==> src/rtl/dhcpopt_pkg.sv <==
// ----------------------------------------------------------------------------
// DHCP option parser package
// Shared constants, phase encodings, record kinds and the record type that
// the options-area parser uses.
// ----------------------------------------------------------------------------
`default_nettype none

package dhcpopt_pkg;

   // Size of the options area and of the hostname buffer, in bytes.
   localparam int OptionsBytes  = 312;
   localparam int HostnameBytes = 64;

   // Width of the byte position counter; it covers the whole options area.
   localparam int PosWidth = 9;

   // Depth of the record queue in front of the response channel.
   localparam int QueueDepth = 4;
   localparam int QueuePtrW  = $clog2(QueueDepth);

   // Option codes of interest.
   localparam logic [7:0] OptPad      = 8'd0;
   localparam logic [7:0] OptMask     = 8'd1;
   localparam logic [7:0] OptRouter   = 8'd3;
   localparam logic [7:0] OptDns      = 8'd6;
   localparam logic [7:0] OptHostname = 8'd12;
   localparam logic [7:0] OptReqIp    = 8'd50;
   localparam logic [7:0] OptLease    = 8'd51;
   localparam logic [7:0] OptMsgType  = 8'd53;
   localparam logic [7:0] OptServerId = 8'd54;
   localparam logic [7:0] OptRelay    = 8'd82;
   localparam logic [7:0] OptEnd      = 8'd255;

   // Relay agent sub-option codes.
   localparam logic [7:0] SubCircuitId = 8'd1;
   localparam logic [7:0] SubRemoteId  = 8'd2;

   // Main walk phase.
   typedef enum logic [1:0] {
      PH_TYPE,
      PH_LEN,
      PH_DATA
   } phase_type;

   // Relay option sub-walk phase.
   typedef enum logic [1:0] {
      SP_TYPE,
      SP_LEN,
      SP_DATA,
      SP_STOP
   } sub_phase_type;

   // Record kinds on the response channel.
   typedef enum logic [3:0] {
      K_MSG     = 4'd0,
      K_REQIP   = 4'd1,
      K_SRVID   = 4'd2,
      K_LEASE   = 4'd3,
      K_MASK    = 4'd4,
      K_ROUTER  = 4'd5,
      K_DNS1    = 4'd6,
      K_DNS2    = 4'd7,
      K_HOST    = 4'd8,
      K_CIRC    = 4'd9,
      K_REMOTE  = 4'd10,
      K_DONE    = 4'd11
   } kind_type;

   // One result record.
   typedef struct packed {
      kind_type    kind;
      logic [31:0] value;
      logic        last;
   } record_type;

endpackage

`default_nettype wire

==> src/rtl/dhcp_option_tlv_parser.sv <==
// ----------------------------------------------------------------------------
// DHCP options-area TLV parser
// Walks the options area byte by byte and emits records for known options,
// relay sub-options and a closing done record.
// ----------------------------------------------------------------------------
// The parser takes one options byte per request and can accept a new request
// in every cycle. Each request is decoded in the cycle in which it is accepted
// and its records (none, one, or two when the byte that fills the area also
// completes a value) are written into a four-entry record queue that drives
// the response channel, one record per cycle while rsp_ready is high. A
// request with packet_start set restarts the walk before its byte is taken;
// bytes that arrive after the walk has stopped, or before the first start,
// produce no records. The request side is held off only while the queue has
// fewer than two free entries, so with a response side that never stalls the
// throughput is one byte per cycle.
`default_nettype none

module dhcp_option_tlv_parser
   import dhcpopt_pkg::*;
(
   input  wire logic        clock,
   input  wire logic        reset,
   // Request channel
   input  wire logic        req_valid,
   output logic             req_ready,
   input  wire logic [7:0]  req_option_byte,
   input  wire logic        req_packet_start,
   // Response channel
   output logic             rsp_valid,
   input  wire logic        rsp_ready,
   output logic [3:0]       rsp_record_kind,
   output logic [31:0]      rsp_record_value,
   output logic             rsp_record_last
);

   // Parser state registers
   logic [PosWidth-1:0] pos_ff,     pos_in;
   phase_type           phase_ff,   phase_in;
   logic [7:0]          type_ff,    type_in;
   logic [7:0]          len_ff,     len_in;
   logic [7:0]          left_ff,    left_in;
   logic [31:0]         acc_ff,     acc_in;
   sub_phase_type       sphase_ff,  sphase_in;
   logic [7:0]          stype_ff,   stype_in;
   logic [7:0]          sleft_ff,   sleft_in;
   logic                stopped_ff, stopped_in;

   // State as seen by the current request, after an optional restart
   logic [PosWidth-1:0] pos_e;
   phase_type           phase_e;
   logic [7:0]          type_e;
   logic [7:0]          len_e;
   logic [7:0]          left_e;
   logic [31:0]         acc_e;
   sub_phase_type       sphase_e;
   logic [7:0]          stype_e;
   logic [7:0]          sleft_e;
   logic                stopped_e;

   logic [7:0]          b;
   logic [7:0]          idx;
   logic [PosWidth:0]   end_sum;
   logic                rec0_valid;
   record_type          rec0;
   logic                rec1_valid;
   record_type          done_rec;

   // Record queue
   record_type             queue_ff [QueueDepth];
   logic [QueuePtrW-1:0]   wr_ptr_ff, wr_ptr_in;
   logic [QueuePtrW-1:0]   rd_ptr_ff, rd_ptr_in;
   logic [QueuePtrW:0]     count_ff,  count_in;
   logic [1:0]             push_cnt;
   logic                   req_fire;
   logic                   rsp_fire;
   record_type             slot0;
   record_type             slot1;
   record_type             head;

   assign b        = req_option_byte;
   assign req_fire = req_valid && req_ready;
   assign rsp_fire = rsp_valid && rsp_ready;

   assign done_rec.kind  = K_DONE;
   assign done_rec.value = 32'd0;
   assign done_rec.last  = 1'b1;

   // A start request clears the walk before its byte is decoded.
   always_comb begin
      if (req_packet_start) begin
         pos_e     = '0;
         phase_e   = PH_TYPE;
         type_e    = 8'd0;
         len_e     = 8'd0;
         left_e    = 8'd0;
         acc_e     = 32'd0;
         sphase_e  = SP_TYPE;
         stype_e   = 8'd0;
         sleft_e   = 8'd0;
         stopped_e = 1'b0;
      end else begin
         pos_e     = pos_ff;
         phase_e   = phase_ff;
         type_e    = type_ff;
         len_e     = len_ff;
         left_e    = left_ff;
         acc_e     = acc_ff;
         sphase_e  = sphase_ff;
         stype_e   = stype_ff;
         sleft_e   = sleft_ff;
         stopped_e = stopped_ff;
      end
   end

   // Decode one options byte: next parser state and up to two records.
   always_comb begin
      pos_in     = pos_e;
      phase_in   = phase_e;
      type_in    = type_e;
      len_in     = len_e;
      left_in    = left_e;
      acc_in     = acc_e;
      sphase_in  = sphase_e;
      stype_in   = stype_e;
      sleft_in   = sleft_e;
      stopped_in = stopped_e;
      rec0_valid = 1'b0;
      rec0       = done_rec;
      rec1_valid = 1'b0;
      idx        = len_e - left_e;
      end_sum    = {1'b0, pos_e + PosWidth'(1)} + {{(PosWidth-7){1'b0}}, b};

      if (!stopped_e) begin
         pos_in = pos_e + PosWidth'(1);
         case (phase_e)
            PH_TYPE: begin
               if (b == OptEnd) begin
                  stopped_in = 1'b1;
                  rec0_valid = 1'b1;
               end else if (b != OptPad) begin
                  type_in  = b;
                  phase_in = PH_LEN;
               end
            end
            PH_LEN: begin
               len_in = b;
               if (end_sum > (PosWidth+1)'(OptionsBytes)) begin
                  // The option would run past the area.
                  stopped_in = 1'b1;
                  rec0_valid = 1'b1;
               end else begin
                  left_in   = b;
                  acc_in    = 32'd0;
                  sphase_in = SP_TYPE;
                  stype_in  = 8'd0;
                  sleft_in  = 8'd0;
                  phase_in  = (b == 8'd0) ? PH_TYPE : PH_DATA;
               end
            end
            default: begin
               left_in    = left_e - 8'd1;
               acc_in     = {acc_e[23:0], b};
               rec0.last  = 1'b0;
               rec0.value = {acc_e[23:0], b};
               case (type_e)
                  OptMsgType: begin
                     rec0_valid = (idx == 8'd0);
                     rec0.kind  = K_MSG;
                     rec0.value = {24'd0, b};
                  end
                  OptReqIp: begin
                     rec0_valid = (idx == 8'd3);
                     rec0.kind  = K_REQIP;
                  end
                  OptServerId: begin
                     rec0_valid = (idx == 8'd3);
                     rec0.kind  = K_SRVID;
                  end
                  OptLease: begin
                     rec0_valid = (idx == 8'd3);
                     rec0.kind  = K_LEASE;
                  end
                  OptMask: begin
                     rec0_valid = (idx == 8'd3);
                     rec0.kind  = K_MASK;
                  end
                  OptRouter: begin
                     rec0_valid = (idx == 8'd3);
                     rec0.kind  = K_ROUTER;
                  end
                  OptDns: begin
                     rec0_valid = (idx == 8'd3) || (idx == 8'd7);
                     rec0.kind  = (idx == 8'd3) ? K_DNS1 : K_DNS2;
                  end
                  OptHostname: begin
                     // Only names shorter than the hostname buffer are passed on.
                     rec0_valid = ({1'b0, len_e} < 9'(HostnameBytes));
                     rec0.kind  = K_HOST;
                     rec0.value = {24'd0, b};
                     rec0.last  = (left_in == 8'd0);
                  end
                  OptRelay: begin
                     // Relay agent information: walk its sub-options.
                     case (sphase_e)
                        SP_TYPE: begin
                           stype_in  = b;
                           sphase_in = SP_LEN;
                        end
                        SP_LEN: begin
                           if (b > left_in) begin
                              sphase_in = SP_STOP;
                           end else begin
                              sleft_in  = b;
                              sphase_in = (b == 8'd0) ? SP_TYPE : SP_DATA;
                           end
                        end
                        SP_DATA: begin
                           sleft_in   = sleft_e - 8'd1;
                           rec0_valid = (stype_e == SubCircuitId) ||
                                        (stype_e == SubRemoteId);
                           rec0.kind  = (stype_e == SubCircuitId) ? K_CIRC : K_REMOTE;
                           rec0.value = {24'd0, b};
                           rec0.last  = (sleft_in == 8'd0);
                           if (sleft_in == 8'd0) begin
                              sphase_in = SP_TYPE;
                           end
                        end
                        default: begin
                           sphase_in = SP_STOP;
                        end
                     endcase
                  end
                  default: begin
                     rec0_valid = 1'b0;
                  end
               endcase
               if (left_in == 8'd0) begin
                  phase_in = PH_TYPE;
               end
            end
         endcase

         // The byte that fills the area closes the packet.
         if (!stopped_in && (pos_in >= PosWidth'(OptionsBytes))) begin
            stopped_in = 1'b1;
            rec1_valid = 1'b1;
         end
      end
   end

   // Parser state update on each accepted request.
   always_ff @(posedge clock) begin
      if (reset) begin
         pos_ff     <= '0;
         phase_ff   <= PH_TYPE;
         type_ff    <= 8'd0;
         len_ff     <= 8'd0;
         left_ff    <= 8'd0;
         acc_ff     <= 32'd0;
         sphase_ff  <= SP_TYPE;
         stype_ff   <= 8'd0;
         sleft_ff   <= 8'd0;
         stopped_ff <= 1'b1;
      end else if (req_fire) begin
         pos_ff     <= pos_in;
         phase_ff   <= phase_in;
         type_ff    <= type_in;
         len_ff     <= len_in;
         left_ff    <= left_in;
         acc_ff     <= acc_in;
         sphase_ff  <= sphase_in;
         stype_ff   <= stype_in;
         sleft_ff   <= sleft_in;
         stopped_ff <= stopped_in;
      end
   end

   // Pack the records of this request into consecutive queue slots.
   always_comb begin
      slot0    = rec0_valid ? rec0 : done_rec;
      slot1    = done_rec;
      push_cnt = req_fire ? ({1'b0, rec0_valid} + {1'b0, rec1_valid}) : 2'd0;
   end

   // Queue pointer and fill count.
   always_comb begin
      wr_ptr_in = wr_ptr_ff + QueuePtrW'(push_cnt);
      rd_ptr_in = rsp_fire ? rd_ptr_ff + QueuePtrW'(1) : rd_ptr_ff;
      count_in  = count_ff + (QueuePtrW+1)'(push_cnt) - (QueuePtrW+1)'(rsp_fire);
   end

   always_ff @(posedge clock) begin
      if (reset) begin
         wr_ptr_ff <= '0;
         rd_ptr_ff <= '0;
         count_ff  <= '0;
      end else begin
         wr_ptr_ff <= wr_ptr_in;
         rd_ptr_ff <= rd_ptr_in;
         count_ff  <= count_in;
      end
   end

   // Queue storage; payload needs no reset.
   always_ff @(posedge clock) begin
      if (push_cnt != 2'd0) begin
         queue_ff[wr_ptr_ff] <= slot0;
      end
      if (push_cnt == 2'd2) begin
         queue_ff[wr_ptr_ff + QueuePtrW'(1)] <= slot1;
      end
   end

   // Response side and request flow control.
   assign head             = queue_ff[rd_ptr_ff];
   assign rsp_valid        = (count_ff != '0);
   assign rsp_record_kind  = head.kind;
   assign rsp_record_value = head.value;
   assign rsp_record_last  = head.last;
   assign req_ready        = (count_ff <= (QueuePtrW+1)'(QueueDepth - 2));

   // The queue never holds more records than it has entries.
   assert property (@(posedge clock) disable iff (reset)
      count_ff <= (QueuePtrW+1)'(QueueDepth))
      else $error("record queue overflow");

   // A stopped walk produces nothing until a new packet starts.
   assert property (@(posedge clock) disable iff (reset)
      (req_fire && stopped_ff && !req_packet_start) |-> (push_cnt == 2'd0))
      else $error("records produced while the walk is stopped");

   // Reaching the area end always stops the walk.
   assert property (@(posedge clock) disable iff (reset)
      (req_fire && rec1_valid) |=> stopped_ff)
      else $error("walk did not stop at the area end");

   // The byte position never runs past the options area.
   assert property (@(posedge clock) disable iff (reset)
      pos_ff <= PosWidth'(OptionsBytes))
      else $error("byte position beyond the options area");

endmodule

`default_nettype wire
==> config.mk <==
export PLATFORM = sky130hd
export DESIGN_NAME = dhcp_option_tlv_parser
export DESIGN_NICKNAME = d
export VERILOG_FILES = /design/src/rtl/dhcpopt_pkg.sv /design/src/rtl/dhcp_option_tlv_parser.sv
export SDC_FILE = /design/constraint.sdc
export NUM_CORES = 1
export LEC_CHECK = 0
export ABC_AREA = 1
export ABC_CLOCK_PERIOD_IN_PS = 5100
export BUFFER_PORTS_ARGS = -buffer_cell sky130_fd_sc_hd__buf_2
export CAP_MARGIN = 20
export CORE_MARGIN = 1.5
export CORE_UTILIZATION = 55
export CTS_BUF_LIST = sky130_fd_sc_hd__clkbuf_2 sky130_fd_sc_hd__clkbuf_4 sky130_fd_sc_hd__clkbuf_8
export DETAILED_ROUTE_END_ITERATION = 8
export PLACE_DENSITY_LB_ADDON = 0.3
export SYNTH_ARGS = -nofsm -noshare
export SYNTH_HDL_FRONTEND = slang
export SYNTH_SLANG_ARGS = --single-unit
export TNS_END_PERCENT = 10
==> constraint.sdc <==
create_clock -name clock -period 5.1 [get_ports clock]
set_input_delay 0.255 -clock clock [delete_from_list [all_inputs] [get_ports clock]]
set_output_delay 0.255 -clock clock [all_outputs]
set_load 0.005 [all_outputs]
* Yosys cells after proc, flatten, opt, wreduce, memory -nomap -nowiden
Memories as Yosys holds them, arrays and structs flattened. A register that Yosys moved wholly into a read port is not among the register bits.
Index checks and enable logic that the tools add are counted.
Widths: inputs -> output; s select.
** Word-level totals
- Bits in registers :: 93
- Bits in writable memories :: 148
- Output and inout bits :: 39
- Memories :: 1
** Memory list
- queue_ff :: words 4, bits a word 37, read ports 1, clocked after Yosys merged registers in 1, write ports 2, line dhcp_option_tlv_parser.sv:69 : record_type queue_ff [QueueDepth];
** Cells by class
- Add/sub/neg operators :: 11
- $lt $le $gt $ge :: 5
- Equal/unequal tests :: 18
- Mux-type cells :: 76
- Reduce and logical (&&, ||, !) cells :: 18
** Operators with widths (count)
- $mux 8 :: 21
- $pmux 32 s2 :: 2
- $mux 37 :: 3
- $mux 32 :: 3
- $pmux 8 s2 :: 4
- $pmux 4 s9 :: 1
- $mux 35 :: 1
- $mux 2 :: 17
- $eq 8x6->1 const B :: 4
- $logic_not 8->1 :: 4
- $eq 8x2->1 const B :: 3
- $mux 9 :: 2
- $eq 8x1->1 const B :: 2
- $eq 8x3->1 const B :: 2
- $sub 8x1->8 const B :: 2
- $mux 1 :: 15
- $add 9x8->10 :: 1
- $gt 10x9->1 const B :: 1
- $add 9x1->9 const B :: 1
- $ge 9x9->1 const B :: 1
- $eq 8x4->1 const B :: 1
- $eq 8x7->1 const B :: 1
- $eq 8x8->1 const B :: 1
- $gt 8x8->1 :: 1
- other kinds (23) :: 34

* Depth between registers and ports, before layout
- Depth in word-level cells :: 16
- Depth in mapped cells :: 34
- Depth with buffers taken out :: 30

* Least setup slack after synthesis
OpenSTA, ideal clock, no wires.
- Kind :: input port to flip-flop
- Start point :: input req_packet_start
- End point :: register count_ff[2]
- Setup time :: 0.120 ns
- Data arrival time :: 4.560 ns
- Data required time :: 4.980 ns
- Setup slack :: 0.420 ns
- Stages on the path :: 26
- Path through :: buf_6 > inv_8 > buf_8 > buf_6 > clkbuf_1 > buf_1 > nand2_1 > ha_1 > fa_1 > or2_2 > or2_2 > nor2_1 > nand4_1 > nand3_2 > nand2_4 > a21oi_1 > ha_1 > inv_1 > nor2_1 > inv_1 > ha_1 > inv_1 > ha_1 > fa_1 > o21ai_0 > a21oi_1
** Between the ends
- Word-level cells in the longest chain between the ends :: 15
- Elaborated cells on any way between the ends :: 49
** Ends and longest elaborated chain
- from (decl) :: line dhcp_option_tlv_parser.sv:27 : input wire logic req_packet_start,
- $mux 9 :: line dhcp_option_tlv_parser.sv:90 : if (req_packet_start) begin
- $add 9x1->9 :: line dhcp_option_tlv_parser.sv:131, dhcp_option_tlv_parser.sv:134
- $add 9x8->10 :: line dhcp_option_tlv_parser.sv:131 : end_sum = {1'b0, pos_e + PosWidth'(1)} + {{(PosWidth-7){1'b0}}, b};
- $gt 10x9->1 :: line dhcp_option_tlv_parser.sv:147 : if (end_sum > (PosWidth+1)'(OptionsBytes)) begin
- $mux 1 :: line dhcp_option_tlv_parser.sv:147
- $pmux 1 s2 :: line dhcp_option_tlv_parser.sv:135 : case (phase_e)
- $mux 1 :: line dhcp_option_tlv_parser.sv:133 : if (!stopped_e) begin
- $logic_not 1->1 :: line dhcp_option_tlv_parser.sv:244 : if (!stopped_in && (pos_in >= PosWidth'(OptionsBytes))) begin
- $logic_and 1x1->1 :: line dhcp_option_tlv_parser.sv:244
- $mux 1 :: line dhcp_option_tlv_parser.sv:244
- $mux 1 :: line dhcp_option_tlv_parser.sv:133
- $add 1x1->2 * :: line dhcp_option_tlv_parser.sv:282 : push_cnt = req_fire ? ({1'b0, rec0_valid} + {1'b0, rec1_valid}) : 2'd0;
- $mux 2 * :: line dhcp_option_tlv_parser.sv:282
- $add 3x2->3 * :: line dhcp_option_tlv_parser.sv:289 : count_in = count_ff + (QueuePtrW+1)'(push_cnt) - (QueuePtrW+1)'(rsp_fire);
- $sub 3x1->3 * :: line dhcp_option_tlv_parser.sv:289
- to (signal assigned) :: line dhcp_option_tlv_parser.sv:300 : count_ff <= count_in;
- to (decl) :: line dhcp_option_tlv_parser.sv:72 : logic [QueuePtrW:0] count_ff, count_in;
Mark *: on every way between the ends. The rest lies on a longest branch, timed or not. The select of a mux whose other input is x is not followed.
A chain may end at the register's enable or synchronous reset.

==> flow_summary.yaml <==
sta:
  worst_pin_slew_ns: 0.9611
  report.final.slew_viol_count: 0
  timing.final.crit_period_ns: 4.630
  final.setup_skew_ns: 0.02280
  post-route-period-util_pct: 90.78
  grt_setup_unrepaired: "false"
  finalSetupViolCount: 0
  tns_ns: 0
  max_freq_mhz: 216.0
  final_hold_viol_count: 0
  whs_ns: 0.08368
  slew_headroom_pct: 35.77
synth:
  synthArstFlopShare_pct: 0
  synthTopCellsByCount: "303 x sky130_fd_sc_hd__o21ai_0, 235 x sky130_fd_sc_hd__dfxtp_1, 234 x sky130_fd_sc_hd__nand2_1"
  mappedNetlistArea_um2: 13570
  synthesis.instances: 1882
  synth_top_area_cell: "sky130_fd_sc_hd__dfxtp_1"
  yosysUniqueCellTypes: 54
  synth.most_common_cell: "sky130_fd_sc_hd__o21ai_0"
  synth-seq-area-share_pct: 34.68
  ys.flop_type: "sky130_fd_sc_hd__dfxtp_1"
  post_synth_edffs: 0
  yosys.area.top_type_share_pct: 34.68
  post_synth.cell_area_avg_um2: 7.209
  ys_top_cells_by_area: "sky130_fd_sc_hd__dfxtp_1 35%, sky130_fd_sc_hd__o21ai_0 11%, sky130_fd_sc_hd__a21oi_1 7.7%"
  ys_ff_latch: 235
  syn_nets: 1936
  ys_warns: 0
setup_path:
  cp_slowest_stage_delay_ns: 0.64
  setup.worst_path.class: "reg -> reg"
  rrSetupSlack_ns: 0.47
  critical_path.max_fanout: 66
  cp-end-kind: "flip-flop"
  timing.critical_path.buf_inv: 3
  cell_family_with_the_largest_share_of_critical_path_delay: "simple AND/OR/NAND/NOR gates"
  timing.critical_path.required_ns: 5.55
  cp-start-kind: "flip-flop"
  cp_data_arrival_time_ns: 5.08
  cpMostUsedCell: "sky130_fd_sc_hd__nor2_1"
  crit_slowest_cell: "sky130_fd_sc_hd__nor2_1"
hold_path:
  min_path_type: "in -> reg"
die:
  core-area_um2: 24250
  chipWidth_um: 160.1
  initial_utilization_pct: 55.95
  core.rowCount: 57
  top_level_ports: 52
  die-height_um: 160.1
  fp.dieArea_um2: 25620
grt:
  total_global_routing_track_utilization_pct: 28.98
  first_global_vias: 12680
  global_route.overflow_total: 0
  initial_antenna_violation_count: 0
  grt_start_max_net_pins: 92
  global_route_wire_length_before_repair_mm: 62.01
route:
  dr_total_vias: 13250
  route.detailed.vias_per_inst: 5.918
  route.antenna.remaining_nets: 0
  post-route-drc-count: 0
  drt_wl_total_mm: 37.58
  detail_route.first_pass.iterations: 6
  first_iter_violations: 1369
  routed_wire_length_per_instance_um: 16.79
job:
  max-cap-violations: 0
layout:
  nNetsFinal: 1937
  antenna_cells: 0
  flow.area_growth_from_synthesis_pct: 9.785
  layout.cell_area.non_filler_um2: 14890
  drive_gt1_share_pct: 14.99
  nFillCells: 2219
clock_network:
  insertion_delay_ns: 0.57
  cts_max_path_buffers: 3
  worst_setup_hold_path_clk_slew_ns: 0.06
  clock-root-buffer: "sky130_fd_sc_hd__clkbuf_8"
  ctsResizeCount: 0
  cts_sinks: 235
  tritoncts.num_buffers: 42
  cts_setup_buffers: 0
  cts_tree: "yes"
  cts-hold-fix-buffers: 0
  htreeDepth: 2
pwr:
  pwr_density_cell_nw_per_um2: 428.8
  max-vdd-ir-drop_uv: 266.8
  power.leakage_nw: 6.216
placed_design:
  io_buffers: 51
  dp.final_hpwl_mm: 24.16
  placed_area_um2: 13950
  globalplace.congestion: 0.9465
run_status:
  status: "complete, no violations"
-- flip-flops by register name, summed over array words and instances, names as in the netlist, named ones only --
name	flops
sleft_ff	8
count_ff	3
phase_ff	2
rd_ptr_ff	2
sphase_ff	2
stype_ff	8
stopped_ff	1
wr_ptr_ff	2
left_ff	8
type_ff	8
queue_ff	148
acc_ff	24
pos_ff	9
len_ff	8
-- metrics by stage --
stage	total power, mW	cells	util [%]	worst slack, ns
2_1_floorplan	3.847	1882	-	0.4203
3_3_place_gp	4.392	2162	57.54	0.4504
3_5_place_dp	4.453	2162	57.54	0.2593
4_1_cts	6.382	2237	61.37	0.5338
5_1_grt	6.789	2238	61.42	0.00004574
6_report	6.387	2238	61.42	0.4700
-- routing by layer --
| layer | up-vias | GRT usage [%] | routed length (um) |
|---|---|---|---|
| met1 | 6160 | 37.05 | 16150 |
| met2 | 529 | 48.64 | 17540 |
| met3 | 124 | 4.260 | 2509 |
| met5 | - | 0 | 0 |
| met4 | 0 | 12.53 | 1384 |
| li1 | 6432 | - | - |
-- worst reg2reg max path, stage by stage (launching register included) --
cell                       delay, ns
sky130_fd_sc_hd__dfxtp_1        0.32
sky130_fd_sc_hd__inv_1          0.07
sky130_fd_sc_hd__nor2_1         0.13
sky130_fd_sc_hd__ha_1           0.21
sky130_fd_sc_hd__nand2_1        0.10
sky130_fd_sc_hd__nor2_4         0.13
sky130_fd_sc_hd__xor2_1         0.27
sky130_fd_sc_hd__ha_1           0.33
sky130_fd_sc_hd__a21oi_1        0.24
sky130_fd_sc_hd__nor2_1         0.07
sky130_fd_sc_hd__nor2_1         0.13
sky130_fd_sc_hd__nand3b_1       0.09
sky130_fd_sc_hd__nand2_1        0.07
sky130_fd_sc_hd__nand3_1        0.08
sky130_fd_sc_hd__nand2_2        0.10
sky130_fd_sc_hd__nand3_4        0.08
sky130_fd_sc_hd__nand2_4        0.13
sky130_fd_sc_hd__nor3b_1        0.25
sky130_fd_sc_hd__ha_1           0.29
sky130_fd_sc_hd__inv_1          0.06
sky130_fd_sc_hd__nor2_1         0.06
sky130_fd_sc_hd__nor2_1         0.64
sky130_fd_sc_hd__nor3_4         0.13
sky130_fd_sc_hd__buf_12         0.24
sky130_fd_sc_hd__o21ai_0        0.27
sky130_fd_sc_hd__a21oi_2        0.06
-- cells in the final DEF (no fill, tap or decap), types with 3 or more instances in the layout --
cell / count
sky130_fd_sc_hd__nand3_2: 4
sky130_fd_sc_hd__clkbuf_4: 10
sky130_fd_sc_hd__o221ai_1: 5
sky130_fd_sc_hd__o22ai_1: 37
sky130_fd_sc_hd__nand4_1: 26
sky130_fd_sc_hd__nand2_2: 12
sky130_fd_sc_hd__nor3_2: 5
sky130_fd_sc_hd__nand3_4: 31
sky130_fd_sc_hd__clkbuf_8: 56
sky130_fd_sc_hd__nand3b_1: 4
sky130_fd_sc_hd__nor2_4: 7
sky130_fd_sc_hd__ha_1: 38
sky130_fd_sc_hd__nor2_2: 19
sky130_fd_sc_hd__clkinv_2: 6
sky130_fd_sc_hd__o21ai_0: 303
sky130_fd_sc_hd__nand2_4: 4
sky130_fd_sc_hd__inv_1: 158
sky130_fd_sc_hd__o211ai_1: 19
sky130_fd_sc_hd__buf_2: 51
sky130_fd_sc_hd__a21oi_2: 26
sky130_fd_sc_hd__a31oi_1: 31
sky130_fd_sc_hd__or2_2: 5
sky130_fd_sc_hd__xor2_1: 16
sky130_fd_sc_hd__nor2_1: 188
sky130_fd_sc_hd__nand3_1: 94
sky130_fd_sc_hd__nand2_1: 234
sky130_fd_sc_hd__a21oi_1: 209
sky130_fd_sc_hd__buf_12: 5
sky130_fd_sc_hd__nor3_4: 5
sky130_fd_sc_hd__fa_1: 3
sky130_fd_sc_hd__dfxtp_1: 234
sky130_fd_sc_hd__buf_4: 24
sky130_fd_sc_hd__a211oi_1: 10
sky130_fd_sc_hd__inv_2: 4
-- power breakdown --
| group | internal [mW] | switching, mW | total [mW] |
|---|---|---|---|
| Combinational | 0.782 | 1.36 | 2.14 |
| Clock | 1.10 | 0.826 | 1.92 |
| Sequential | 2.15 | 0.171 | 2.32 |
| Total | 4.03 | 2.36 | 6.39 |
-- kinds of logic (layout without fill, tap and decap cells) --
| family | Yosys count | after routing | synth area share [%] |
|---|---|---|---|
| compound gates | 651 | 651 | 26.39 |
| simple gates | 645 | 645 | 24.58 |
| buf+inv | 290 | 322 | 9.001 |
| flops | 235 | 235 | 34.68 |
| fa+ha+maj | 41 | 41 | 3.947 |
| xor+xnor | 20 | 20 | 1.402 |
-- area by class of cell --
cell class	count	area, um2	share of cell area (%)
Clock inverter	10	95.09	0.6384
Sequential cell	235	4706	31.59
Multi-Input combinational cell	1357	7674	51.52
Tap cell	324	405.4	2.722
Inverter	166	633.1	4.251
Clock buffer	65	832.0	5.586
Timing Repair Buffer	81	549.3	3.688
-- final timing paths --
kind / cells after the start / start / endpoint
setup reg to reg: 25 / pos_ff[0]$_SDFFE_PP0P_ / queue_ff[1][26]$_SDFFE_PP0P_
hold reg to reg: 2 / queue_ff[1][34]$_SDFFE_PP1P_ / queue_ff[1][34]$_SDFFE_PP1P_
setup / recovery: 25 / pos_ff[0]$_SDFFE_PP0P_ / queue_ff[1][26]$_SDFFE_PP0P_
hold / removal: 4 / rsp_ready / flip-flop
Note: power is estimated with default switching activity, not from simulation.
